**src/rtl/wnf_pkg.sv**
```systemverilog
`timescale 1ns / 1ps
package wnf_pkg;

    localparam int MAX_LEN = 64;
    localparam int ADDR_W  = $clog2(MAX_LEN);
    localparam int BANK_AW = ADDR_W + 1;
    localparam int ELEM_W  = 16;
    localparam int PROD_W  = 2 * ELEM_W;
    localparam int LEN_W   = 7;
    localparam int CNT_W   = 7;
    localparam int SUM_W   = 37;
    localparam int NORM_W  = 20;
    localparam int RAD_W   = 2 * NORM_W;
    localparam int DVD_W   = PROD_W + 2;
    localparam int REM_W   = NORM_W + 2;
    localparam int IT_W    = 6;

    localparam logic [LEN_W-1:0] LEN_RESET = LEN_W'(MAX_LEN);

    typedef struct packed {
        logic                     bank;
        logic [CNT_W-1:0]         count;
        logic [SUM_W-1:0]         sum;
        logic signed [ELEM_W-1:0] gain;
    } t_desc;

    typedef struct packed {
        logic               en;
        logic [BANK_AW-1:0] addr;
        logic [ELEM_W-1:0]  data;
    } t_wr;

    typedef struct packed {
        logic en;
        logic bank;
    } t_rel;

    typedef enum logic [2:0] {
        BK_IDLE,
        BK_SQRT,
        BK_RD,
        BK_MUL,
        BK_PREP,
        BK_DIV,
        BK_OUT
    } t_back_state;

endpackage

```
**src/rtl/wnf_in_if.sv**
```systemverilog
`timescale 1ns / 1ps
interface wnf_in_if;
    logic                               valid;
    logic                               ready;
    logic signed [wnf_pkg::ELEM_W-1:0]  elem_value;
    logic signed [wnf_pkg::ELEM_W-1:0]  gain;

    modport source (output valid, elem_value, gain, input ready);
    modport sink   (input valid, elem_value, gain, output ready);
endinterface

```
**src/rtl/wnf_out_if.sv**
```systemverilog
`timescale 1ns / 1ps
interface wnf_out_if;
    logic                               valid;
    logic                               ready;
    logic signed [wnf_pkg::ELEM_W-1:0]  weight_out;
    logic [wnf_pkg::NORM_W-1:0]         norm_out;
    logic                               zero_norm;
    logic                               last;

    modport source (output valid, weight_out, norm_out, zero_norm, last, input ready);
    modport sink   (input valid, weight_out, norm_out, zero_norm, last, output ready);
endinterface

```
**src/rtl/wnf_store.sv**
```systemverilog
`timescale 1ns / 1ps
module wnf_store (
    input  logic                             i_clk,
    input  wnf_pkg::t_wr                     i_wr,
    input  logic                             i_rd_en,
    input  logic [wnf_pkg::BANK_AW-1:0]      i_rd_addr,
    output logic [wnf_pkg::ELEM_W-1:0]       o_rd_data
);
    logic [wnf_pkg::ELEM_W-1:0] r_mem [0:2*wnf_pkg::MAX_LEN-1];

    always_ff @(posedge i_clk) begin
        if (i_wr.en) begin
            r_mem[i_wr.addr] <= i_wr.data;
        end
    end

    always_ff @(posedge i_clk) begin
        if (i_rd_en) begin
            o_rd_data <= r_mem[i_rd_addr];
        end
    end
endmodule

```
**src/rtl/wnf_queue.sv**
```systemverilog
`timescale 1ns / 1ps
module wnf_queue (
    input  logic           i_clk,
    input  logic           i_rst_n,
    input  logic           i_push,
    input  wnf_pkg::t_desc i_desc,
    input  logic           i_pop,
    output logic           o_empty,
    output logic           o_full,
    output wnf_pkg::t_desc o_desc
);
    wnf_pkg::t_desc r_slot [0:1];
    logic           r_wp, r_rp;
    logic [1:0]     r_cnt;
    logic           do_push, do_pop;

    assign o_empty = (r_cnt == 2'd0);
    assign o_full  = (r_cnt == 2'd2);
    assign o_desc  = r_slot[r_rp];
    assign do_push = i_push && !o_full;
    assign do_pop  = i_pop && !o_empty;

    always_ff @(posedge i_clk) begin
        if (do_push) begin
            r_slot[r_wp] <= i_desc;
        end
    end

    always_ff @(posedge i_clk) begin
        if (!i_rst_n) begin
            r_wp  <= 1'b0;
            r_rp  <= 1'b0;
            r_cnt <= 2'd0;
        end else begin
            if (do_push) r_wp <= !r_wp;
            if (do_pop)  r_rp <= !r_rp;
            r_cnt <= r_cnt + {1'b0, do_push} - {1'b0, do_pop};
        end
    end
endmodule

```
**src/rtl/wnf_front.sv**
```systemverilog
`timescale 1ns / 1ps
module wnf_front (
    input  logic                          i_clk,
    input  logic                          i_rst_n,
    input  logic                          i_cfg_we,
    input  logic [wnf_pkg::LEN_W-1:0]     i_cfg_wdata,
    wnf_in_if.sink                        i_elem,
    input  wnf_pkg::t_rel                 i_rel,
    output wnf_pkg::t_wr                  o_wr,
    output logic                          o_push,
    output wnf_pkg::t_desc                o_desc
);
    logic [wnf_pkg::LEN_W-1:0] r_len;
    logic [wnf_pkg::CNT_W-1:0] r_count;
    logic [wnf_pkg::SUM_W-1:0] r_sum;
    logic                      r_bank;
    logic [1:0]                r_busy;

    logic [wnf_pkg::CNT_W-1:0]         eff_len, cnt_inc;
    logic signed [wnf_pkg::PROD_W-1:0] sq;
    logic [wnf_pkg::SUM_W-1:0]         sum_inc;
    logic                              accept, complete;

    always_comb begin
        if (r_len == '0) begin
            eff_len = wnf_pkg::CNT_W'(1);
        end else if (r_len > wnf_pkg::LEN_W'(wnf_pkg::MAX_LEN)) begin
            eff_len = wnf_pkg::CNT_W'(wnf_pkg::MAX_LEN);
        end else begin
            eff_len = r_len;
        end
    end

    assign i_elem.ready = !r_busy[r_bank];
    assign accept   = i_elem.valid && i_elem.ready;
    assign cnt_inc  = r_count + 1'b1;
    assign complete = (cnt_inc >= eff_len);
    assign sq       = i_elem.elem_value * i_elem.elem_value;
    assign sum_inc  = r_sum + wnf_pkg::SUM_W'(unsigned'(sq));

    assign o_wr.en   = accept;
    assign o_wr.addr = {r_bank, r_count[wnf_pkg::ADDR_W-1:0]};
    assign o_wr.data = i_elem.elem_value;

    assign o_push      = accept && complete;
    assign o_desc.bank  = r_bank;
    assign o_desc.count = cnt_inc;
    assign o_desc.sum   = sum_inc;
    assign o_desc.gain  = i_elem.gain;

    always_ff @(posedge i_clk) begin
        if (!i_rst_n) begin
            r_len   <= wnf_pkg::LEN_RESET;
            r_count <= '0;
            r_sum   <= '0;
            r_bank  <= 1'b0;
            r_busy  <= 2'b00;
        end else begin
            if (i_cfg_we) r_len <= i_cfg_wdata;
            if (i_rel.en) r_busy[i_rel.bank] <= 1'b0;
            if (accept) begin
                if (complete) begin
                    r_count        <= '0;
                    r_sum          <= '0;
                    r_busy[r_bank] <= 1'b1;
                    r_bank         <= !r_bank;
                end else begin
                    r_count <= cnt_inc;
                    r_sum   <= sum_inc;
                end
            end
        end
    end
endmodule

```
**src/rtl/wnf_back.sv**
```systemverilog
`timescale 1ns / 1ps
module wnf_back (
    input  logic                           i_clk,
    input  logic                           i_rst_n,
    input  logic                           i_q_empty,
    input  wnf_pkg::t_desc                 i_desc,
    output logic                           o_pop,
    output logic                           o_rd_en,
    output logic [wnf_pkg::BANK_AW-1:0]    o_rd_addr,
    input  logic [wnf_pkg::ELEM_W-1:0]     i_rd_data,
    output wnf_pkg::t_rel                  o_rel,
    wnf_out_if.source                      o_res
);
    localparam int ELEM_W = wnf_pkg::ELEM_W;
    localparam logic [wnf_pkg::DVD_W-1:0] POS_MAX = wnf_pkg::DVD_W'((1 << (ELEM_W - 1)) - 1);
    localparam logic [wnf_pkg::DVD_W-1:0] NEG_MAX = wnf_pkg::DVD_W'(1 << (ELEM_W - 1));

    wnf_pkg::t_back_state r_state, n_state;
    wnf_pkg::t_desc       r_desc;

    logic [wnf_pkg::RAD_W-1:0]         r_x;
    logic [wnf_pkg::NORM_W-1:0]        r_root;
    logic [wnf_pkg::REM_W-1:0]         r_rem;
    logic [wnf_pkg::IT_W-1:0]          r_it;
    logic [wnf_pkg::CNT_W-1:0]         r_k;
    logic signed [wnf_pkg::PROD_W-1:0] r_prod;
    logic [wnf_pkg::DVD_W-1:0]         r_dvd;
    logic                              r_neg;

    logic                              r_ovalid;
    logic signed [ELEM_W-1:0]          r_w;
    logic [wnf_pkg::NORM_W-1:0]        r_norm;
    logic                              r_zero, r_last;

    logic [wnf_pkg::REM_W+1:0]         s_rem, s_trial;
    logic [wnf_pkg::REM_W-1:0]         d_rem, d_div;
    logic [wnf_pkg::PROD_W-1:0]        pm;
    logic signed [ELEM_W-1:0]          w_sat;
    logic                              out_free, is_last, zero;

    assign out_free = !r_ovalid || o_res.ready;
    assign is_last  = ((r_k + 1'b1) == r_desc.count);
    assign zero     = (r_root == '0);

    // one result bit of the square root per cycle
    assign s_rem   = {r_rem, r_x[wnf_pkg::RAD_W-1 -: 2]};
    assign s_trial = {2'b00, r_root, 2'b01};
    // restoring divide by 2*norm, quotient shifts into r_dvd
    assign d_rem   = {r_rem[wnf_pkg::REM_W-2:0], r_dvd[wnf_pkg::DVD_W-1]};
    assign d_div   = {1'b0, r_root, 1'b0};
    assign pm      = r_prod[wnf_pkg::PROD_W-1] ? unsigned'(-r_prod) : unsigned'(r_prod);

    always_comb begin
        if (zero) begin
            w_sat = '0;
        end else if (r_neg) begin
            w_sat = (r_dvd > NEG_MAX) ? ELEM_W'(NEG_MAX) : ELEM_W'(-r_dvd);
        end else begin
            w_sat = (r_dvd > POS_MAX) ? ELEM_W'(POS_MAX) : ELEM_W'(r_dvd);
        end
    end

    always_comb begin
        n_state = r_state;
        case (r_state)
            wnf_pkg::BK_IDLE: if (!i_q_empty) n_state = wnf_pkg::BK_SQRT;
            wnf_pkg::BK_SQRT: if (r_it == '0) n_state = wnf_pkg::BK_RD;
            wnf_pkg::BK_RD:   n_state = wnf_pkg::BK_MUL;
            wnf_pkg::BK_MUL:  n_state = zero ? wnf_pkg::BK_OUT : wnf_pkg::BK_PREP;
            wnf_pkg::BK_PREP: n_state = wnf_pkg::BK_DIV;
            wnf_pkg::BK_DIV:  if (r_it == '0) n_state = wnf_pkg::BK_OUT;
            wnf_pkg::BK_OUT: begin
                if (out_free) n_state = is_last ? wnf_pkg::BK_IDLE : wnf_pkg::BK_RD;
            end
            default:          n_state = wnf_pkg::BK_IDLE;
        endcase
    end

    always_comb begin
        o_pop     = 1'b0;
        o_rd_en   = 1'b0;
        o_rel.en  = 1'b0;
        o_rel.bank = r_desc.bank;
        o_rd_addr = {r_desc.bank, r_k[wnf_pkg::ADDR_W-1:0]};
        case (r_state)
            wnf_pkg::BK_IDLE: o_pop = !i_q_empty;
            wnf_pkg::BK_RD:   o_rd_en = 1'b1;
            wnf_pkg::BK_OUT:  o_rel.en = out_free && is_last;
            default:          o_pop = 1'b0;
        endcase
    end

    always_ff @(posedge i_clk) begin
        if (!i_rst_n) begin
            r_state  <= wnf_pkg::BK_IDLE;
            r_ovalid <= 1'b0;
        end else begin
            r_state <= n_state;
            if (r_state == wnf_pkg::BK_OUT && out_free) begin
                r_ovalid <= 1'b1;
            end else if (o_res.ready) begin
                r_ovalid <= 1'b0;
            end
        end
    end

    always_ff @(posedge i_clk) begin
        case (r_state)
            wnf_pkg::BK_IDLE: begin
                r_desc <= i_desc;
                r_x    <= wnf_pkg::RAD_W'({i_desc.sum, 2'b00});
                r_root <= '0;
                r_rem  <= '0;
                r_it   <= wnf_pkg::IT_W'(wnf_pkg::NORM_W - 1);
                r_k    <= '0;
            end
            wnf_pkg::BK_SQRT: begin
                r_x <= r_x << 2;
                r_it <= r_it - 1'b1;
                if (s_rem >= s_trial) begin
                    r_rem  <= wnf_pkg::REM_W'(s_rem - s_trial);
                    r_root <= {r_root[wnf_pkg::NORM_W-2:0], 1'b1};
                end else begin
                    r_rem  <= wnf_pkg::REM_W'(s_rem);
                    r_root <= {r_root[wnf_pkg::NORM_W-2:0], 1'b0};
                end
            end
            wnf_pkg::BK_MUL: begin
                r_prod <= r_desc.gain * signed'(i_rd_data);
            end
            wnf_pkg::BK_PREP: begin
                r_neg <= r_prod[wnf_pkg::PROD_W-1];
                r_dvd <= {pm, 2'b00} + wnf_pkg::DVD_W'(r_root);
                r_rem <= '0;
                r_it  <= wnf_pkg::IT_W'(wnf_pkg::DVD_W - 1);
            end
            wnf_pkg::BK_DIV: begin
                r_it <= r_it - 1'b1;
                if (d_rem >= d_div) begin
                    r_rem <= d_rem - d_div;
                    r_dvd <= {r_dvd[wnf_pkg::DVD_W-2:0], 1'b1};
                end else begin
                    r_rem <= d_rem;
                    r_dvd <= {r_dvd[wnf_pkg::DVD_W-2:0], 1'b0};
                end
            end
            wnf_pkg::BK_OUT: begin
                if (out_free) begin
                    r_w    <= w_sat;
                    r_norm <= r_root;
                    r_zero <= zero;
                    r_last <= is_last;
                    r_k    <= r_k + 1'b1;
                end
            end
            default: r_it <= r_it;
        endcase
    end

    // norm is held with the word, as the root is rebuilt for the next vector
    assign o_res.valid      = r_ovalid;
    assign o_res.weight_out = r_w;
    assign o_res.norm_out   = r_norm;
    assign o_res.zero_norm  = r_zero;
    assign o_res.last       = r_last;
endmodule

```
**src/rtl/weight_norm_forward_core.sv**
```systemverilog
`timescale 1ns / 1ps
// Loading: one element word per cycle, while the input is ready, into one of two store banks.
// Draining: per vector, take the descriptor and build the square root of the sum;
// per result: store read, multiply, set-up, 34-step restoring divide, output load;
// just read, multiply, output load at zero norm. The divider sets the result rate.
// A vector loads while the previous one drains; input stalls when both banks are held.
// Reset (i_rst_n low, synchronous) clears counts, sums, queue and output valid.
module weight_norm_forward_core (
    input  logic                      i_clk,
    input  logic                      i_rst_n,
    input  logic                      i_cfg_we,
    input  logic [wnf_pkg::LEN_W-1:0] i_cfg_wdata,
    wnf_in_if.sink                    i_elem,
    wnf_out_if.source                 o_res
);
    wnf_pkg::t_wr   wr;
    wnf_pkg::t_rel  rel;
    wnf_pkg::t_desc push_desc, head_desc;
    logic           push, pop, q_empty, q_full, rd_en;
    logic [wnf_pkg::BANK_AW-1:0] rd_addr;
    logic [wnf_pkg::ELEM_W-1:0]  rd_data;

    wnf_front u_front (
        .i_clk, .i_rst_n, .i_cfg_we, .i_cfg_wdata,
        .i_elem (i_elem), .i_rel (rel), .o_wr (wr),
        .o_push (push), .o_desc (push_desc)
    );

    wnf_store u_store (
        .i_clk, .i_wr (wr), .i_rd_en (rd_en),
        .i_rd_addr (rd_addr), .o_rd_data (rd_data)
    );

    wnf_queue u_queue (
        .i_clk, .i_rst_n, .i_push (push), .i_desc (push_desc),
        .i_pop (pop), .o_empty (q_empty), .o_full (q_full), .o_desc (head_desc)
    );

    wnf_back u_back (
        .i_clk, .i_rst_n, .i_q_empty (q_empty), .i_desc (head_desc),
        .o_pop (pop), .o_rd_en (rd_en), .o_rd_addr (rd_addr),
        .i_rd_data (rd_data), .o_rel (rel), .o_res (o_res)
    );

    a_no_overflow: assert property (@(posedge i_clk) disable iff (!i_rst_n)
        !(push && q_full)) else $error("descriptor queue overflow");

    a_zero_word: assert property (@(posedge i_clk) disable iff (!i_rst_n)
        o_res.valid && o_res.zero_norm |-> o_res.weight_out == '0)
        else $error("zero norm with nonzero weight");

    a_zero_flag: assert property (@(posedge i_clk) disable iff (!i_rst_n)
        o_res.valid |-> o_res.zero_norm == (o_res.norm_out == '0))
        else $error("zero norm flag mismatch");

    a_pop_read: assert property (@(posedge i_clk) disable iff (!i_rst_n)
        pop |-> !q_empty) else $error("pop from empty queue");
endmodule
```
**src/flat_wrapper.sv**
```systemverilog
// flat-port wrapper written by rule: the top's interface ports become plain ports
module weight_norm_forward_core_flat 
  (i_clk, i_rst_n, i_cfg_we, i_cfg_wdata, i_elem_valid, i_elem_elem_value, i_elem_gain, i_elem_ready, o_res_valid, o_res_weight_out, o_res_norm_out, o_res_zero_norm, o_res_last, o_res_ready);
  wnf_in_if i_elem_i ();
  wnf_out_if o_res_i ();
  input  logic i_clk;
  input  logic i_rst_n;
  input  logic i_cfg_we;
  input  logic [wnf_pkg::LEN_W-1:0] i_cfg_wdata;
  input wire logic [$bits(i_elem_i.valid)-1:0] i_elem_valid;
  input wire logic [$bits(i_elem_i.elem_value)-1:0] i_elem_elem_value;
  input wire logic [$bits(i_elem_i.gain)-1:0] i_elem_gain;
  output wire logic [$bits(i_elem_i.ready)-1:0] i_elem_ready;
  output wire logic [$bits(o_res_i.valid)-1:0] o_res_valid;
  output wire logic [$bits(o_res_i.weight_out)-1:0] o_res_weight_out;
  output wire logic [$bits(o_res_i.norm_out)-1:0] o_res_norm_out;
  output wire logic [$bits(o_res_i.zero_norm)-1:0] o_res_zero_norm;
  output wire logic [$bits(o_res_i.last)-1:0] o_res_last;
  input wire logic [$bits(o_res_i.ready)-1:0] o_res_ready;
  assign i_elem_i.valid = i_elem_valid;
  assign i_elem_i.elem_value = i_elem_elem_value;
  assign i_elem_i.gain = i_elem_gain;
  assign i_elem_ready = i_elem_i.ready;
  assign o_res_valid = o_res_i.valid;
  assign o_res_weight_out = o_res_i.weight_out;
  assign o_res_norm_out = o_res_i.norm_out;
  assign o_res_zero_norm = o_res_i.zero_norm;
  assign o_res_last = o_res_i.last;
  assign o_res_i.ready = o_res_ready;
  weight_norm_forward_core u_core (.i_clk(i_clk), .i_rst_n(i_rst_n), .i_cfg_we(i_cfg_we), .i_cfg_wdata(i_cfg_wdata), .i_elem(i_elem_i), .o_res(o_res_i));
endmodule
```
**config.mk**
```make
export PLATFORM = sky130hd
export DESIGN_NAME = weight_norm_forward_core_flat
export DESIGN_NICKNAME = d
export VERILOG_FILES = /design/src/rtl/wnf_pkg.sv /design/src/rtl/wnf_in_if.sv /design/src/rtl/wnf_out_if.sv /design/src/rtl/wnf_store.sv /design/src/rtl/wnf_queue.sv /design/src/rtl/wnf_front.sv /design/src/rtl/wnf_back.sv /design/src/rtl/weight_norm_forward_core.sv /design/src/flat_wrapper.sv
export SDC_FILE = /design/constraint.sdc
export NUM_CORES = 2
export LEC_CHECK = 0
export BUFFER_PORTS_ARGS = -buffer_cell sky130_fd_sc_hd__buf_2
export CORE_AREA = 2 2 612 614
export DETAILED_ROUTE_END_ITERATION = 16
export DIE_AREA = 0 0 614 616
export GPL_TIMING_DRIVEN = 0
export SYNTH_ARGS = -nofsm -noshare
export SYNTH_HDL_FRONTEND = slang
export SYNTH_SLANG_ARGS = --single-unit
```
**constraint.sdc**
```tcl
create_clock -name i_clk -period 13.4 [get_ports i_clk]
set_clock_uncertainty 0.15 [all_clocks]
set_input_delay 2.68 -clock i_clk [delete_from_list [all_inputs] [get_ports i_clk]]
set_output_delay 2.68 -clock i_clk [all_outputs]
set_load 0.02 [all_outputs]
```
### After elaboration in Yosys (flattened, before gate mapping)

Memory sizes are Yosys's and may differ from the RTL's. A register that Yosys moved wholly into a read port is not among the register bits.
Index checks and enable logic that the tools add are counted.

* output and inout bits: 40
* input port bits: 44
* memory bits (writable): 2170
* logic and storage cells: 145
* memories kept: 2
* bits in registers: 286

Memory list
* u_core.u_store.r_mem: words 128, bits a word 16, read ports 1, clocked after memory_dff 1, wr ports 1, RTL line wnf_store.sv:9 `logic [wnf_pkg::ELEM_W-1:0] r_mem [0:2*wnf_pkg::MAX_LEN-1];`
* u_core.u_queue.r_slot: words 2, bits a word 61, read ports 1, clocked after memory_dff 1, wr ports 1, RTL line wnf_queue.sv:12 `wnf_pkg::t_desc r_slot [0:1];`

* $lt $le $gt $ge: 10
* mux-type cells: 47
* $add $sub $neg: 11
* bitwise operators: 3
* multiply operators: 2
* reduce and logical (&&, ||, !) cells: 33
* equality and inequality tests: 12

Operator list (count)
* case mux 40 bit (2 select lines): 1
* case mux 34 bit (2 select lines): 1
* case mux 22 bit (3 select lines): 1
* multiplier 16 x 16 -> 32 bit: 2
* two-way mux 16 bit: 3
* two-way mux 22 bit: 2
* case mux 20 bit (2 select lines): 1
* adder 37 x 32 -> 37 bit: 1
* two-way mux 37 bit: 1
* adder 34 x 20 -> 34 bit: 1
* greater-than comparator 34 x 15 -> 1 bit, second input constant: 1
* greater-than comparator 34 x 16 -> 1 bit, second input constant: 1
* two-way mux 32 bit: 1
* negation 32 bit: 1
* two-way mux 7 bit: 4
* >= comparator 24 x 22 -> 1 bit: 1
* >= comparator 22 x 21 -> 1 bit: 1
* subtractor 22 x 21 -> 22 bit: 1
* subtractor 22 bit: 1
* case mux 3 bit (7 select lines): 1
* zero test 20 bit: 1
* case mux 6 bit (3 select lines): 1
* two-way mux 1 bit: 17
* negation 16 bit: 1
* other kinds (33): 71

### Depth between registers and ports, before layout

* depth after elaboration: 11
* depth in mapped cells: 35
* depth with buffers taken out: 34

### Hierarchy

A second synthesis with hierarchy kept.

* cell total of the unflattened synthesis: 7090
* area total of the unflattened synthesis: 119627.2 sq um

By module, submodules not included
* wnf_store: times used 1, cells an instance 3086, area each 78683.0 sq um, seq. area each 61979.4 sq um
* wnf_back: times used 1, cells an instance 2272, area each 22801.9 sq um, seq. area each 6746.5 sq um
* wnf_front: times used 1, cells an instance 1515, area each 13201.4 sq um, seq. area each 1081.0 sq um
* wnf_queue: times used 1, cells an instance 217, area each 4941.0 sq um, seq. area each 3763.6 sq um

### Worst setup path before layout

Ideal clock, no wire load.

* kind: input to register
* from: input i_elem_elem_value[1]
* to: register u_core.u_front.r_sum[35] (netlist name)
* arrival: 10068 ps
* cell stages on the path: 32
* setup slack: 3107 ps
* library setup time: 74 ps
* buffers on the path: 2
* required time: 13176 ps
* cell sequence: clkbuf_1 > clkbuf_1 > nand2_1 > inv_1 > fa_1 > inv_1 > fa_1 > fa_1 > inv_1 > fa_1 > fa_1 > inv_1 > fa_1 > inv_1 > ha_1 > nor2b_1 > o21ai_0 > nand2b_1 > nor4b_1 > nor2_1 > a31o_2 > a21o_1 > a21oi_1 > xnor2_1 > ha_1 > nand3_1 > nor2_1 > nand2_1 > o41ai_1 > a41oi_1 > or3_1 > a31oi_1

* cells in the longest elaborated chain, start to end: 3

Ends and longest elaborated chain
* from (decl): RTL line flat_wrapper.sv:11 `input wire logic [$bits(i_elem_i.elem_value)-1:0] i_elem_elem_value;`
* multiplier 16 x 16 -> 32 bit: RTL line wnf_front.sv:38 `assign sq = i_elem.elem_value * i_elem.elem_value;`
* adder 37 x 32 -> 37 bit: RTL line wnf_front.sv:39 `assign sum_inc = r_sum + wnf_pkg::SUM_W'(unsigned'(sq));`
* two-way mux 37 bit: RTL line wnf_front.sv:62 `if (complete) begin`
* to (signal assigned): RTL line wnf_front.sv:69 `r_sum <= sum_inc;`
* to (decl): RTL line wnf_front.sv:15 `logic [wnf_pkg::SUM_W-1:0] r_sum;`

No other way between the ends.
A chain may end at the register's enable or synchronous reset.

### Worst setup path in the final report

* from: input i_elem_elem_value[4]
* to: register u_core.u_front.r_sum[33] (netlist name)

Same word-level chain as after synthesis.

==> results.sh <==
export IMPL_layout_commonest_cell="edfxtp_1"
export IMPL_die_h_um=616
export IMPL_cts_made_buffers=248
export IMPL_grt_pass1_vias=65900
export IMPL_cp_end_kind="register"
export IMPL_critPathMaxStageDelay_ps=640
export IMPL_grt_max_degree=110
export IMPL_drv_cap=1
export IMPL_syn_area_per_cell_um2=16.8
export IMPL_io_pins=84
export IMPL_crit_fanout=77
export IMPL_place_gp_congestion=0.907
export IMPL_setup_ws_ps=1090
export IMPL_grt_first_pass_wirelength_um=451000
export IMPL_finalCritPeriodShare_pct=91.9
export IMPL_viasPerCell=5.07
export IMPL_relSlewSlack_pct=-0.442
export IMPL_path_clk_slew_ps=60
export IMPL_placed_area_um2=127000
export IMPL_fp_dieArea_um2=378000
export IMPL_tightest_slew_ps=1510
export IMPL_worstSetupPathType="primary input to register"
export IMPL_cts_tree="built"
export IMPL_overflow=0
export IMPL_netlist_area_um2=118000
export IMPL_nFillCells=34300
export IMPL_root_buffer="clkbuf_16"
export IMPL_finalSetupViolCount=0
export IMPL_track_usage_pct=16.2
export IMPL_portBuffers=82
export IMPL_synth_cell_types=85
export IMPL_crit_path_start_kind="primary input"
export IMPL_postSynthNetCount=7842
export IMPL_cp_required_ps=14050
export IMPL_fin_area_um2=135000
export IMPL_drv_slew=11
export IMPL_synth_cells=7039
export IMPL_synth_edff_count=2408
export IMPL_cp_slowest_cell="o41ai_1"
export IMPL_cts_hold_fix_buffers=0
export IMPL_start_util_pct=31.9
export IMPL_ant_nets=0
export IMPL_post_place_ws_ps=196
export IMPL_post_dp_hpwl_um=218000
export IMPL_layout_common_cells="edfxtp_1 (2,408), mux4_2 (672), inv_1 (670), fa_1 (502), nand2_1 (418)"
export IMPL_clock_sinks=2471
export IMPL_antenna_found_initial=26
export IMPL_die_w_um=614
export IMPL_wl_per_cell_um=24.5
export IMPL_reg2reg_slack_ps=5580
export IMPL_core_um2=371000
export IMPL_yosys_warnings=0
export IMPL_rows=224
export IMPL_via_count=64000
export IMPL_postCtsSetupRepairBufs=0
export IMPL_status="complete, but fails checks"
export IMPL_nNetsFinal=8267
export IMPL_syn_to_final_growth_pct=14.0
export IMPL_clock_path_buffers=4
export IMPL_hold_violations=0
export IMPL_violations="max-capacitance violations, max-slew violations"
export IMPL_dr_pass1_iters=6
export IMPL_wl_um=309000
export IMPL_tns_ps=0
export IMPL_hold_class="register to register"
export IMPL_ys_seq_area_share_pct=62.1
export IMPL_ys_seq_elements=2471
export IMPL_h_tree_depth=4
export IMPL_drt_first_iter_violations=6402
export IMPL_synthArstFlopShare_pct=0
export IMPL_cts_resized=0
export IMPL_fmax_mhz=81.2
export IMPL_worstSkewPairLatency_ps=950
export IMPL_rsz0062_at_grt="no"
export IMPL_ys_flop_type="edfxtp_1"
export IMPL_final_util_pct=36.4
export IMPL_drive_gt1_share_pct=18.9
export IMPL_drc=0
export IMPL_period_needed_ps=12310
export IMPL_cp_arrival_ps=12960
## cells by family after synthesis
kind of cell	Yosys count	synth area share [%]
compound gates	602	3.23
xor+xnor	223	1.65
fa+ha+maj	759	11.2
buf+inv	985	3.16
flops	2471	62.1
mux	798	13.9
simple gates	1201	4.78
## final cells by class
| cell class | count | area [um^2] | share of cell area (%) |
|---|---|---|---|
| clock buffer | 300 | 6540 | 4.84 |
| sequential | 2471 | 73600 | 54.5 |
| timing repair buffer | 175 | 2190 | 1.62 |
| inverter | 672 | 2520 | 1.87 |
| antenna | 7 | 17.5 | 0.0130 |
| tap | 4972 | 6220 | 4.61 |
| multi-input combinational | 3583 | 41500 | 30.7 |
| buffer | 313 | 1240 | 0.916 |
| clock inverter | 126 | 1240 | 0.919 |
## sequential cells by signal (all words and copies together), names as in the netlist, 2 cells and up, named ones only
| register | count |
|---|---|
| u_core.u_back.o_res.norm_out | 20 |
| u_core.u_back.o_res.weight_out | 16 |
| u_core.u_back.r_desc | 23 |
| u_core.u_back.r_dvd | 34 |
| u_core.u_back.r_it | 6 |
| u_core.u_back.r_k | 7 |
| u_core.u_back.r_prod | 32 |
| u_core.u_back.r_rem | 22 |
| u_core.u_back.r_root | 20 |
| u_core.u_back.r_state | 3 |
| u_core.u_back.r_x | 38 |
| u_core.u_front.r_busy | 2 |
| u_core.u_front.r_count | 7 |
| u_core.u_front.r_len | 7 |
| u_core.u_front.r_sum | 37 |
| u_core.u_queue.r_cnt | 2 |
| u_core.u_queue.r_slot | 122 |
| u_core.u_store.o_rd_data | 16 |
| u_core.u_store.r_mem | 2048 |
## worst paths after layout
check / from / to / cells past startpoint
worst min-delay path: u_core.u_front.r_sum[5] / u_core.u_front.r_sum[5] / 2
worst max register to register: u_core.u_back.r_desc[10] / u_core.u_back.r_prod[30] / 24
worst min register to register: u_core.u_front.r_sum[5] / u_core.u_front.r_sum[5] / 2
worst max-delay path: i_elem_elem_value[4] / u_core.u_front.r_sum[33] / 33
## routing by layer
layer | GRT usage, % | vias up | routed length, um
li1 | - | 27300 | -
met1 | 21.9 | 33600 | 127000
met2 | 26.3 | 2526 | 147000
met3 | 2.70 | 547 | 24000
met4 | 5.64 | 2 | 11700
met5 | 0 | - | 11
## per-stage QoR
stage,instances,hold WS (ps)
6_report,12600,310
5_1_grt,12600,324
4_1_cts,12600,311
3_5_place_dp,12200,303
3_3_place_gp,12100,295
2_1_floorplan,7039,286
## critical path, delay by kind of cell
family	cells	cell delay (ps)
XOR/XNOR	1	100
AO/OA/AOI/OAI	7	2180
AND/OR/NAND/NOR	8	2140
adder cells (fa/ha/maj)	8	3360
buffers and inverters	9	2280
## Yosys cell counts, drive strengths merged (28+ instances only)
cell,count,share of area [%]
buf,62,0.23
o21ai,151,0.65
nor2,323,1.0
nand3,56,0.24
mux2i,83,0.70
and2,150,0.79
nand2,418,1.3
inv,671,2.1
a21o,68,0.43
clkbuf,251,0.80
xnor2,146,1.1
mux4,672,13
ha,257,2.7
mux2,43,0.41
nor3,57,0.25
dfxtp,63,1.1
fa,502,8.5
a21oi,165,0.70
xor2,77,0.57
o21a,28,0.18
nand2b,41,0.22
edfxtp,2408,61
nor2b,33,0.17
Power is left out: the tool's default activity adds up to more than one toggle a clock period on the data nets, which glitch-free logic cannot reach.
